==> config.mk <==
export PLATFORM = sky130hd
export DESIGN_NAME = calibrated_temperature_moving_average_core_flat
export DESIGN_NICKNAME = d
export VERILOG_FILES = /design/src/design/ctma_pkg.sv /design/src/design/ctma_sample_if.sv /design/src/design/ctma_result_if.sv /design/src/design/calibrated_temperature_moving_average_core.sv /design/src/design/ctma_ram.sv /design/src/design/ctma_div.sv /design/src/flat_wrapper.sv
export SDC_FILE = /design/constraint.sdc
export NUM_CORES = 2
export LEC_CHECK = 0
export ABC_AREA = 0
export BUFFER_PORTS_ARGS = -buffer_cell sky130_fd_sc_hd__buf_2
export CORE_ASPECT_RATIO = 0.5
export CORE_MARGIN = 5
export CORE_UTILIZATION = 30
export CTS_BUF_LIST = sky130_fd_sc_hd__clkbuf_16
export CTS_CLUSTER_DIAMETER = 30
export DETAILED_ROUTE_END_ITERATION = 8
export HOLD_SLACK_MARGIN = 0.06
export PLACE_DENSITY = 0.47
export REMOVE_ABC_BUFFERS = 1
export SLEW_MARGIN = 10
export SYNTH_ARGS = -nofsm -noshare
export SYNTH_HDL_FRONTEND = slang
export SYNTH_HIERARCHICAL = 1
export SYNTH_SLANG_ARGS = --single-unit
==> constraint.sdc <==
create_clock -name clk -period 8 [get_ports clk]
set_input_delay 2.4 -clock clk [delete_from_list [all_inputs] [get_ports clk]]
set_output_delay 2.4 -clock clk [all_outputs]
set_load 0.005 [all_outputs]
==> src/design/ctma_pkg.sv <==
package ctma_pkg;

  localparam int SAMPLE_W  = 12;
  localparam int CAL_W     = 16;
  localparam int TEMP_W    = 16;
  localparam int MAG_W     = TEMP_W + 1;
  localparam int CODE_MAX  = 4095;

  // configuration register map
  localparam int CFG_IDX_W = 1;
  localparam logic [CFG_IDX_W-1:0] REG_CAL_LOW  = 1'b0;
  localparam logic [CFG_IDX_W-1:0] REG_CAL_HIGH = 1'b1;

  // calibration arithmetic, tenths of a degree
  localparam int CEL_SCALE  = 550;   // 55.0 C span between the two points
  localparam int CEL_OFFSET = 300;   // 30.0 C at the low point
  localparam int FAH_SCALE  = 9;
  localparam int FAH_DEN    = 5;
  localparam int FAH_OFFSET = 1600;  // 32.0 F times 5 times 10

  localparam int CEL_LIMIT   = 20000;
  localparam int FAH_POS_LIM = 32767;
  localparam int FAH_NEG_LIM = 32768;
  localparam logic signed [TEMP_W-1:0] CEL_INVALID = -16'sd9999;
  localparam logic signed [TEMP_W-1:0] FAH_INVALID = -16'sd17678;

  // datapath widths
  localparam int NUM_W   = 24;  // celsius numerator, signed
  localparam int NUM2_W  = 28;  // fahrenheit numerator, signed
  localparam int DIV1_NW = 23;  // 2|num| + d
  localparam int DIV1_DW = 13;  // 2d
  localparam int DIV2_NW = 27;  // 2|num2| + 5d
  localparam int DIV2_DW = 16;  // 10d

  typedef logic [SAMPLE_W-1:0] code_t;

  typedef struct packed {
    logic busy;
    logic done;
  } div_stat_t;

endpackage

==> src/design/ctma_sample_if.sv <==
interface ctma_sample_if import ctma_pkg::*; ();
  logic  valid;
  logic  ready;
  code_t sample;

  modport source (output valid, output sample, input ready);
  modport sink   (input valid, input sample, output ready);
endinterface

==> src/design/ctma_result_if.sv <==
interface ctma_result_if import ctma_pkg::*; ();
  logic                     valid;
  logic                     ready;
  code_t                    average_code;
  logic signed [TEMP_W-1:0] celsius_tenths;
  logic signed [TEMP_W-1:0] fahrenheit_tenths;
  logic                     calibration_ok;

  modport source (output valid, output average_code, output celsius_tenths,
                  output fahrenheit_tenths, output calibration_ok, input ready);
  modport sink   (input valid, input average_code, input celsius_tenths,
                  input fahrenheit_tenths, input calibration_ok, output ready);
endinterface

==> src/design/calibrated_temperature_moving_average_core.sv <==
// Boxcar moving average of 12-bit temperature sensor codes, with a
// two-point (30 C / 85 C) calibration to tenths of a degree C and F.
//
// Channels: in_ch takes one sample per transaction (valid/ready); out_ch
// gives one result per sample: average code, Celsius and Fahrenheit tenths
// and the calibration flag. cfg_we/cfg_idx/cfg_wdata write the low and high
// calibration points; write them only while the block is idle.
//
// Sequence: an input transaction reads the window slot (skipped for the
// first sample after reset), updates the running sum, divides it by the
// window length in a bit-serial divider, forms the calibration numerators
// and then runs the bit-serial Celsius and Fahrenheit dividers in parallel;
// an invalid calibration skips those two dividers. One sample is in flight
// at a time; in_ch.ready rises together with out_ch.valid, so a new
// transaction is taken only after the previous result is loaded.
//
// Reset: window empty, calibration points zero (calibration invalid). The
// first sample after reset stands for every window slot.
// A stalled receiver holds the result in the output register; the next
// sample is still taken and its result waits in the done state until the register frees up.
module calibrated_temperature_moving_average_core import ctma_pkg::*; #(
  parameter int WINDOW_LENGTH = 36
) (
  input  logic                 clk,
  input  logic                 rst_n,
  ctma_sample_if.sink          in_ch,
  ctma_result_if.source        out_ch,
  input  logic                 cfg_we,
  input  logic [CFG_IDX_W-1:0] cfg_idx,
  input  logic [CAL_W-1:0]     cfg_wdata
);

  localparam int SLOT_W = $clog2(WINDOW_LENGTH);
  localparam int CNT_W  = $clog2(WINDOW_LENGTH + 1);
  localparam int SUM_W  = SAMPLE_W + $clog2(WINDOW_LENGTH);

  localparam logic [3:0] S_IDLE = 4'd0;
  localparam logic [3:0] S_READ = 4'd1;
  localparam logic [3:0] S_UPD  = 4'd2;
  localparam logic [3:0] S_AVG  = 4'd3;
  localparam logic [3:0] S_AVGW = 4'd4;
  localparam logic [3:0] S_CAL1 = 4'd5;
  localparam logic [3:0] S_CAL2 = 4'd6;
  localparam logic [3:0] S_CAL3 = 4'd7;
  localparam logic [3:0] S_CAL4 = 4'd8;
  localparam logic [3:0] S_DIV  = 4'd9;
  localparam logic [3:0] S_DIVW = 4'd10;
  localparam logic [3:0] S_DONE = 4'd11;

  // control state
  logic [3:0]       state_r, state_nxt;
  logic             primed_r, primed_nxt;
  logic [SLOT_W-1:0] slot_r, slot_nxt;
  logic [CNT_W-1:0] fill_r, fill_nxt;     // slots written since priming
  logic [SUM_W-1:0] sum_r, sum_nxt;
  logic [CAL_W-1:0] cal_low_r, cal_high_r;
  logic             out_vld_r, out_vld_nxt;

  // payload
  code_t            samp_r, samp_nxt;
  code_t            first_r, first_nxt;   // stands in for unwritten slots
  code_t            avg_r, avg_nxt;
  logic             ok_r, ok_nxt;
  logic [SAMPLE_W-1:0] d_r, d_nxt;
  logic signed [NUM_W-1:0]  prod_r, prod_nxt;
  logic signed [NUM_W-1:0]  pterm_r, pterm_nxt;
  logic signed [NUM_W-1:0]  num_r, num_nxt;
  logic signed [NUM2_W-1:0] n2_r, n2_nxt;
  logic [DIV1_NW-1:0] a1_r, a1_nxt;
  logic [DIV1_DW-1:0] q1_r, q1_nxt;
  logic [DIV2_NW-1:0] a2_r, a2_nxt;
  logic [DIV2_DW-1:0] q2_r, q2_nxt;
  logic             neg1_r, neg1_nxt;
  logic             neg2_r, neg2_nxt;
  logic signed [TEMP_W-1:0] cel_r, cel_nxt;
  logic signed [TEMP_W-1:0] fah_r, fah_nxt;
  code_t            o_avg_r, o_avg_nxt;
  logic signed [TEMP_W-1:0] o_cel_r, o_cel_nxt;
  logic signed [TEMP_W-1:0] o_fah_r, o_fah_nxt;
  logic             o_ok_r, o_ok_nxt;

  logic             in_acc;
  logic             out_free;
  logic             ram_we;
  code_t            ram_rdata;
  code_t            old_code;
  logic signed [SAMPLE_W:0] diff;
  logic [SAMPLE_W-1:0] dcomb;
  logic             cal_ok;
  logic [NUM_W-1:0]  abs1;
  logic [NUM2_W-1:0] abs2;
  logic [MAG_W-1:0]  mag1, mag2;
  int                fah_lim;

  logic              avg_start, cal_start;
  logic [SUM_W-1:0]  avg_q;
  logic [DIV1_NW-1:0] cel_q;
  logic [DIV2_NW-1:0] fah_q;
  div_stat_t         avg_st, cel_st, fah_st;

  assign in_acc   = in_ch.valid && in_ch.ready;
  assign out_free = !out_vld_r || out_ch.ready;
  assign in_ch.ready = (state_r == S_IDLE);

  assign ram_we    = (state_r == S_UPD);
  assign avg_start = (state_r == S_AVG);
  assign cal_start = (state_r == S_DIV);

  ctma_ram #(.WIDTH(SAMPLE_W), .DEPTH(WINDOW_LENGTH)) u_ram (
    .clk   (clk),
    .we    (ram_we),
    .waddr (slot_r),
    .wdata (samp_r),
    .raddr (slot_r),
    .rdata (ram_rdata)
  );

  ctma_div #(.NW(SUM_W), .DW(CNT_W)) u_div_avg (
    .clk (clk), .rst_n (rst_n), .start (avg_start),
    .num (sum_r), .den (CNT_W'(WINDOW_LENGTH)),
    .quot (avg_q), .stat (avg_st)
  );

  ctma_div #(.NW(DIV1_NW), .DW(DIV1_DW)) u_div_cel (
    .clk (clk), .rst_n (rst_n), .start (cal_start),
    .num (a1_r), .den (q1_r), .quot (cel_q), .stat (cel_st)
  );

  ctma_div #(.NW(DIV2_NW), .DW(DIV2_DW)) u_div_fah (
    .clk (clk), .rst_n (rst_n), .start (cal_start),
    .num (a2_r), .den (q2_r), .quot (fah_q), .stat (fah_st)
  );

  // calibration registers
  always_ff @(posedge clk) begin
    if (!rst_n) begin
      cal_low_r  <= '0;
      cal_high_r <= '0;
    end else if (cfg_we) begin
      case (cfg_idx)
        REG_CAL_LOW:  cal_low_r  <= cfg_wdata;
        REG_CAL_HIGH: cal_high_r <= cfg_wdata;
        default: ;
      endcase
    end
  end

  // slots not yet written since priming still hold the first sample
  assign old_code = (CNT_W'(slot_r) < fill_r) ? ram_rdata : first_r;

  assign cal_ok = (cal_high_r > cal_low_r) && (cal_high_r <= CAL_W'(CODE_MAX));
  assign dcomb  = cal_high_r[SAMPLE_W-1:0] - cal_low_r[SAMPLE_W-1:0];
  assign diff   = $signed({1'b0, avg_r}) - $signed({1'b0, cal_low_r[SAMPLE_W-1:0]});
  assign abs1   = num_r[NUM_W-1] ? NUM_W'(-num_r) : NUM_W'(num_r);
  assign abs2   = n2_r[NUM2_W-1] ? NUM2_W'(-n2_r) : NUM2_W'(n2_r);

  // magnitude clamp, then sign
  assign mag1    = (cel_q > DIV1_NW'(CEL_LIMIT)) ? MAG_W'(CEL_LIMIT) : MAG_W'(cel_q);
  assign fah_lim = neg2_r ? FAH_NEG_LIM : FAH_POS_LIM;
  assign mag2    = (fah_q > DIV2_NW'(fah_lim)) ? MAG_W'(fah_lim) : MAG_W'(fah_q);

  always_comb begin
    state_nxt   = state_r;
    primed_nxt  = primed_r;
    slot_nxt    = slot_r;
    fill_nxt    = fill_r;
    sum_nxt     = sum_r;
    out_vld_nxt = out_vld_r;
    samp_nxt    = samp_r;
    first_nxt   = first_r;
    avg_nxt     = avg_r;
    ok_nxt      = ok_r;
    d_nxt       = d_r;
    prod_nxt    = prod_r;
    pterm_nxt   = pterm_r;
    num_nxt     = num_r;
    n2_nxt      = n2_r;
    a1_nxt      = a1_r;
    q1_nxt      = q1_r;
    a2_nxt      = a2_r;
    q2_nxt      = q2_r;
    neg1_nxt    = neg1_r;
    neg2_nxt    = neg2_r;
    cel_nxt     = cel_r;
    fah_nxt     = fah_r;
    o_avg_nxt   = o_avg_r;
    o_cel_nxt   = o_cel_r;
    o_fah_nxt   = o_fah_r;
    o_ok_nxt    = o_ok_r;

    if (out_vld_r && out_ch.ready) begin
      out_vld_nxt = 1'b0;
    end

    case (state_r)
      S_IDLE: begin
        if (in_acc) begin
          samp_nxt = in_ch.sample;
          if (!primed_r) begin
            // first sample fills the whole window
            primed_nxt = 1'b1;
            first_nxt  = in_ch.sample;
            sum_nxt    = SUM_W'(SUM_W'(in_ch.sample) * SUM_W'(WINDOW_LENGTH));
            slot_nxt   = '0;
            fill_nxt   = '0;
            state_nxt  = S_AVG;
          end else begin
            state_nxt = S_READ;
          end
        end
      end
      S_READ: state_nxt = S_UPD;
      S_UPD: begin
        sum_nxt = sum_r - SUM_W'(old_code) + SUM_W'(samp_r);
        if (slot_r == SLOT_W'(WINDOW_LENGTH - 1)) begin
          slot_nxt = '0;
        end else begin
          slot_nxt = slot_r + SLOT_W'(1);
        end
        if (fill_r != CNT_W'(WINDOW_LENGTH)) begin
          fill_nxt = fill_r + CNT_W'(1);
        end
        state_nxt = S_AVG;
      end
      S_AVG: state_nxt = S_AVGW;
      S_AVGW: begin
        if (avg_st.done) begin
          avg_nxt   = avg_q[SAMPLE_W-1:0];
          state_nxt = S_CAL1;
        end
      end
      S_CAL1: begin
        ok_nxt    = cal_ok;
        d_nxt     = dcomb;
        prod_nxt  = NUM_W'(NUM_W'(diff) * CEL_SCALE);
        pterm_nxt = NUM_W'($signed({1'b0, dcomb}) * CEL_OFFSET);
        if (cal_ok) begin
          state_nxt = S_CAL2;
        end else begin
          cel_nxt   = CEL_INVALID;
          fah_nxt   = FAH_INVALID;
          state_nxt = S_DONE;
        end
      end
      S_CAL2: begin
        num_nxt   = prod_r + pterm_r;
        state_nxt = S_CAL3;
      end
      S_CAL3: begin
        n2_nxt = NUM2_W'(num_r) * NUM2_W'(FAH_SCALE)
               + NUM2_W'($signed({1'b0, d_r}) * FAH_OFFSET);
        // round half away from zero: (2|n| + q) / 2q
        a1_nxt    = DIV1_NW'({abs1, 1'b0}) + DIV1_NW'(d_r);
        q1_nxt    = DIV1_DW'({d_r, 1'b0});
        neg1_nxt  = num_r[NUM_W-1];
        state_nxt = S_CAL4;
      end
      S_CAL4: begin
        a2_nxt    = DIV2_NW'({abs2, 1'b0}) + DIV2_NW'(d_r) * DIV2_NW'(FAH_DEN);
        q2_nxt    = DIV2_DW'(d_r) * DIV2_DW'(2 * FAH_DEN);
        neg2_nxt  = n2_r[NUM2_W-1];
        state_nxt = S_DIV;
      end
      S_DIV: state_nxt = S_DIVW;
      S_DIVW: begin
        if (!cel_st.busy && !fah_st.busy) begin
          cel_nxt   = neg1_r ? TEMP_W'(-mag1) : TEMP_W'(mag1);
          fah_nxt   = neg2_r ? TEMP_W'(-mag2) : TEMP_W'(mag2);
          state_nxt = S_DONE;
        end
      end
      S_DONE: begin
        if (out_free) begin
          out_vld_nxt = 1'b1;
          o_avg_nxt   = avg_r;
          o_cel_nxt   = cel_r;
          o_fah_nxt   = fah_r;
          o_ok_nxt    = ok_r;
          state_nxt   = S_IDLE;
        end
      end
      default: state_nxt = S_IDLE;
    endcase
  end

  always_ff @(posedge clk) begin
    if (!rst_n) begin
      state_r   <= S_IDLE;
      primed_r  <= 1'b0;
      slot_r    <= '0;
      fill_r    <= '0;
      sum_r     <= '0;
      out_vld_r <= 1'b0;
    end else begin
      state_r   <= state_nxt;
      primed_r  <= primed_nxt;
      slot_r    <= slot_nxt;
      fill_r    <= fill_nxt;
      sum_r     <= sum_nxt;
      out_vld_r <= out_vld_nxt;
    end
  end

  always_ff @(posedge clk) begin
    samp_r  <= samp_nxt;
    first_r <= first_nxt;
    avg_r   <= avg_nxt;
    ok_r    <= ok_nxt;
    d_r     <= d_nxt;
    prod_r  <= prod_nxt;
    pterm_r <= pterm_nxt;
    num_r   <= num_nxt;
    n2_r    <= n2_nxt;
    a1_r    <= a1_nxt;
    q1_r    <= q1_nxt;
    a2_r    <= a2_nxt;
    q2_r    <= q2_nxt;
    neg1_r  <= neg1_nxt;
    neg2_r  <= neg2_nxt;
    cel_r   <= cel_nxt;
    fah_r   <= fah_nxt;
    o_avg_r <= o_avg_nxt;
    o_cel_r <= o_cel_nxt;
    o_fah_r <= o_fah_nxt;
    o_ok_r  <= o_ok_nxt;
  end

  assign out_ch.valid             = out_vld_r;
  assign out_ch.average_code      = o_avg_r;
  assign out_ch.celsius_tenths    = o_cel_r;
  assign out_ch.fahrenheit_tenths = o_fah_r;
  assign out_ch.calibration_ok    = o_ok_r;

  // window bookkeeping stays in range
  a_fill_range: assert property (@(posedge clk) disable iff (!rst_n)
    fill_r <= CNT_W'(WINDOW_LENGTH) && CNT_W'(slot_r) < CNT_W'(WINDOW_LENGTH))
    else $error("window slot or fill count out of range");

  // priming loads the sum with the sample times the window length
  a_prime_sum: assert property (@(posedge clk) disable iff (!rst_n)
    in_acc && !primed_r |=> primed_r &&
      sum_r == SUM_W'(SUM_W'($past(in_ch.sample)) * SUM_W'(WINDOW_LENGTH)))
    else $error("priming sum mismatch");

  // no divider runs while a new transaction can be taken
  a_idle_div: assert property (@(posedge clk) disable iff (!rst_n)
    state_r == S_IDLE |-> !avg_st.busy && !cel_st.busy && !fah_st.busy)
    else $error("divider busy in idle");

  // a result is only loaded when the sequence finishes
  a_out_load: assert property (@(posedge clk) disable iff (!rst_n)
    $rose(out_vld_r) |-> $past(state_r) == S_DONE)
    else $error("result loaded outside done state");

  // an invalid calibration never reaches the dividers
  a_bad_cal: assert property (@(posedge clk) disable iff (!rst_n)
    cal_start |-> ok_r)
    else $error("calibration divide started with invalid points");

endmodule

==> src/design/ctma_ram.sv <==
module ctma_ram #(
  parameter int WIDTH = 12,
  parameter int DEPTH = 36
) (
  input  logic                     clk,
  input  logic                     we,
  input  logic [$clog2(DEPTH)-1:0] waddr,
  input  logic [WIDTH-1:0]         wdata,
  input  logic [$clog2(DEPTH)-1:0] raddr,
  output logic [WIDTH-1:0]         rdata
);

  logic [WIDTH-1:0] mem [DEPTH];

  always_ff @(posedge clk) begin
    if (we) begin
      mem[waddr] <= wdata;
    end
    rdata <= mem[raddr];
  end

endmodule

==> src/design/ctma_div.sv <==
// Restoring divider for NW-bit dividends, one quotient bit per cycle.
module ctma_div import ctma_pkg::*; #(
  parameter int NW = 18,
  parameter int DW = 7
) (
  input  logic          clk,
  input  logic          rst_n,
  input  logic          start,
  input  logic [NW-1:0] num,
  input  logic [DW-1:0] den,
  output logic [NW-1:0] quot,
  output div_stat_t     stat
);

  localparam int CW = $clog2(NW + 1);

  logic [CW-1:0] cnt_r, cnt_nxt;
  logic          busy_r, busy_nxt;
  logic          done_r, done_nxt;
  logic [NW-1:0] n_r, n_nxt;     // dividend shifts out, quotient shifts in
  logic [DW-1:0] rem_r, rem_nxt;
  logic [DW-1:0] den_r, den_nxt;
  logic [DW:0]   trial;
  logic [DW:0]   diff;

  always_comb begin
    cnt_nxt  = cnt_r;
    busy_nxt = busy_r;
    done_nxt = 1'b0;
    n_nxt    = n_r;
    rem_nxt  = rem_r;
    den_nxt  = den_r;
    trial    = {rem_r, n_r[NW-1]};
    diff     = trial - {1'b0, den_r};
    if (start) begin
      busy_nxt = 1'b1;
      cnt_nxt  = CW'(NW);
      n_nxt    = num;
      rem_nxt  = '0;
      den_nxt  = den;
    end else if (busy_r) begin
      if (!diff[DW]) begin
        rem_nxt = diff[DW-1:0];
        n_nxt   = {n_r[NW-2:0], 1'b1};
      end else begin
        rem_nxt = trial[DW-1:0];
        n_nxt   = {n_r[NW-2:0], 1'b0};
      end
      cnt_nxt = cnt_r - CW'(1);
      if (cnt_r == CW'(1)) begin
        busy_nxt = 1'b0;
        done_nxt = 1'b1;
      end
    end
  end

  always_ff @(posedge clk) begin
    if (!rst_n) begin
      cnt_r  <= '0;
      busy_r <= 1'b0;
      done_r <= 1'b0;
    end else begin
      cnt_r  <= cnt_nxt;
      busy_r <= busy_nxt;
      done_r <= done_nxt;
    end
  end

  always_ff @(posedge clk) begin
    n_r   <= n_nxt;
    rem_r <= rem_nxt;
    den_r <= den_nxt;
  end

  assign quot      = n_r;
  assign stat.busy = busy_r;
  assign stat.done = done_r;

endmodule
==> src/flat_wrapper.sv <==
// flat-port wrapper written by rule: the top's interface ports become plain ports
module calibrated_temperature_moving_average_core_flat import ctma_pkg::*;
#(
  parameter int WINDOW_LENGTH = 36
)
  (clk, rst_n, cfg_we, cfg_idx, cfg_wdata, in_ch_valid, in_ch_sample, in_ch_ready, out_ch_valid, out_ch_average_code, out_ch_celsius_tenths, out_ch_fahrenheit_tenths, out_ch_calibration_ok, out_ch_ready);
  ctma_sample_if in_ch_i ();
  ctma_result_if out_ch_i ();
  input  logic clk;
  input  logic rst_n;
  input  logic cfg_we;
  input  logic [CFG_IDX_W-1:0] cfg_idx;
  input  logic [CAL_W-1:0] cfg_wdata;
  input wire logic [$bits(in_ch_i.valid)-1:0] in_ch_valid;
  input wire logic [$bits(in_ch_i.sample)-1:0] in_ch_sample;
  output wire logic [$bits(in_ch_i.ready)-1:0] in_ch_ready;
  output wire logic [$bits(out_ch_i.valid)-1:0] out_ch_valid;
  output wire logic [$bits(out_ch_i.average_code)-1:0] out_ch_average_code;
  output wire logic [$bits(out_ch_i.celsius_tenths)-1:0] out_ch_celsius_tenths;
  output wire logic [$bits(out_ch_i.fahrenheit_tenths)-1:0] out_ch_fahrenheit_tenths;
  output wire logic [$bits(out_ch_i.calibration_ok)-1:0] out_ch_calibration_ok;
  input wire logic [$bits(out_ch_i.ready)-1:0] out_ch_ready;
  assign in_ch_i.valid = in_ch_valid;
  assign in_ch_i.sample = in_ch_sample;
  assign in_ch_ready = in_ch_i.ready;
  assign out_ch_valid = out_ch_i.valid;
  assign out_ch_average_code = out_ch_i.average_code;
  assign out_ch_celsius_tenths = out_ch_i.celsius_tenths;
  assign out_ch_fahrenheit_tenths = out_ch_i.fahrenheit_tenths;
  assign out_ch_calibration_ok = out_ch_i.calibration_ok;
  assign out_ch_i.ready = out_ch_ready;
  calibrated_temperature_moving_average_core #(.WINDOW_LENGTH(WINDOW_LENGTH)) u_core (.clk(clk), .rst_n(rst_n), .in_ch(in_ch_i), .out_ch(out_ch_i), .cfg_we(cfg_we), .cfg_idx(cfg_idx), .cfg_wdata(cfg_wdata));
endmodule
==> flow_summary.ini <==
[routing]
vias = 32900
ant_nets = 0
dr.pass1.iters = 5
post_drt_wl_per_cell_um = 18.3
drc_errors = 0
drt_wl_total_um = 127000
drt_iter0_drc = 1873
viasPerCell = 4.75

[clock_network]
insertion_delay_ps = 820
clkTransAtPathRegs_ps = 50
clock_path_buffers = 4
post_cts_buffers = 0
tritoncts.num_buffers = 179
cts_root_buf = clkbuf_16
cts_tree = built
ctsHoldBuffers = 0
cts.sinks = 960
cts_resized = 0
htreeDepth = 4

[die]
rows = 108
pin_count = 81
core_area_mm2 = 0.174
die_w_um = 601
die_area_mm2 = 0.184
dieHeight_um = 305
start_util = 0.302

[run_status]
status = finished, final reports clean

[setup_path]
startpoint_type = flop
worstReg2RegStart = u_core/d_r[3]
reg2reg_depth = 27
worstPathRequired_ps = 8480
reg2reg_slack_ps = 1310
cp_max_fo = 8
r2r-end = u_core/n2_r[27]
crit_path_start = u_core/d_r[3]
endpoint_kind = flop
cp.arrival_ps = 7170
path_class = reg2reg

[cells_and_area]
area_delta_synth_final_pct = 17.4
multi_input_area_mm2 = 0.0227
drive_above_1_share = 0.138
regArea_mm2 = 0.0275
nets = 5015
final_area_mm2 = 0.0615
fillCellCount = 17000
fin_cells = 6928

[timing]
fin_crit_sh = 0.837
hold_slack_ps = 401
worstMarginPinSlew_ps = 1150
hold_violations = 0
period_needed_ps = 6690
slew_headroom = 0.230
setup_violations = 0
max_freq_ghz = 0.149
drv_slew = 0
finClkSkew_ps = 85.1
setup_tns_ps = 0
rsz0062_at_grt = false

[yosys]
syn_area_mm2 = 0.0524
avgSynthCellArea_um2 = 12.3
yosys_warnings = 6
synth_cells = 4267

[global_route]
grt_pass1_wl_um = 197000
grt.total_usage = 0.136
globalRouteOverflowTotal = 0
grt_start_max_net_pins = 65
grt_antenna_before_repair = 18
grt_pass1_vias = 34000

[placed_design]
dp_cells = 6607
dp_hpwl_um = 87600
post_dp_cell_area_mm2 = 0.0556
gp_congestion = 0.794
portBuffers = 80

[worst_hold_path]
holdPathEnd = u_core/u_div_cel/den_r[8]
holdCritPathClass = reg2reg
min-delay-start = u_core/q1_r[8]
hold_depth = 0

[pwr]
power_density_mw_per_mm2 = 303
p_leak_uw = 0.0233
power_uw = 18600
vdd_drop_max_mv = 0.267

[flow_run]
drv_cap = 0
-- cell usage in the layout (no fill, tap or decap), types with 20 or more instances in the layout --
cell type / instances
xnor2_1: 182
dfxtp_1: 132
inv_1: 436
nand4_1: 20
mux2_2: 79
edfxtp_1: 826
clkbuf_16: 181
a22o_1: 25
buf_2: 80
a22oi_1: 54
and2_1: 20
o21a_1: 28
clkinvlp_4: 21
nor2b_1: 42
a211oi_1: 25
or3_1: 25
xor2_1: 83
a21oi_1: 195
a21boi_0: 41
ha_1: 407
o21bai_1: 32
nor2_1: 224
o31ai_1: 22
nand3_1: 61
nand2_1: 246
nor3_1: 53
a21o_1: 64
clkinv_4: 24
o21ai_0: 125
a31oi_1: 34
buf_4: 80
mux2i_1: 210
fa_1: 96
nand2b_1: 29
-- registers in the layout, summed over array words and instances (netlist names), 18 cells and up --
signal	count
u_core/prod_r	23
u_core/pterm_r	18
u_core/n2_r	26
u_core/u_div_fah/quot	27
u_core/a1_r	23
u_core/a2_r	27
u_core/sum_r	18
u_core/u_div_avg/quot	18
u_core/u_ram/mem	432
u_core/u_div_cel/quot	23
u_core/num_r	23
-- worst max path at each step --
stage / to / cells past startpoint
CTS: u_core/n2_r[27] / 27
detailed placement: u_core/n2_r[27] / 27
global route: u_core/n2_r[27] / 27
global placement: u_core/n2_r[27] / 27
finish: u_core/n2_r[27] / 27
floorplan: u_core/sum_r[16] / 20
-- critical path: stages, from the launching register on --
cell,delay [ps]
edfxtp_1,570
ha_1,360
ha_1,310
fa_1,460
ha_1,350
a21o_1,160
a21oi_1,210
o21bai_1,90
a21oi_1,240
nor2b_1,100
o2111ai_1,190
nand3_1,120
nor2_1,130
xnor2_1,140
ha_1,250
ha_1,280
inv_1,60
fa_1,540
inv_1,40
ha_1,360
a21o_1,210
a21o_1,180
a21oi_1,230
o21ai_0,130
a211oi_1,350
o21bai_1,100
a21oi_1,190
xnor2_1,80
-- power by group --
group	leakage, µW	total [µW]	internal (µW)	switching (µW)
clock	0.00287	7310	4650	2650
sequential	0.00861	6120	5930	190
combinational	0.0118	5180	2190	2990
-- metal layers --
layer,vias to the layer above,track usage,share of wire
li1,16100,-,-
met1,16000,0.173,0.45
met2,555,0.236,0.48
met3,234,0.0240,0.038
met4,0,0.0423,0.030
met5,-,0,0
-- stage by stage --
| step | worst slack, ps | utilization |
|---|---|---|
| 2_1_floorplan | -3640 | - |
| 3_3_place_gp | 1400 | 0.321 |
| 3_5_place_dp | 1310 | 0.321 |
| 4_1_cts | 1270 | 0.354 |
| 5_1_grt | 851 | 0.355 |
| 6_report | 1310 | 0.355 |
-- area by class of cell --
cell class,instances,share of cell area
diodes,2,0.0000814
clock buffers,181,0.0736
clock inverters,138,0.0218
inverters,428,0.0261
multi-input cells,2749,0.368
flip-flops and latches,960,0.447
well taps,2310,0.0470
repair buffers,160,0.0163
Power figures use the tool's default switching activity.
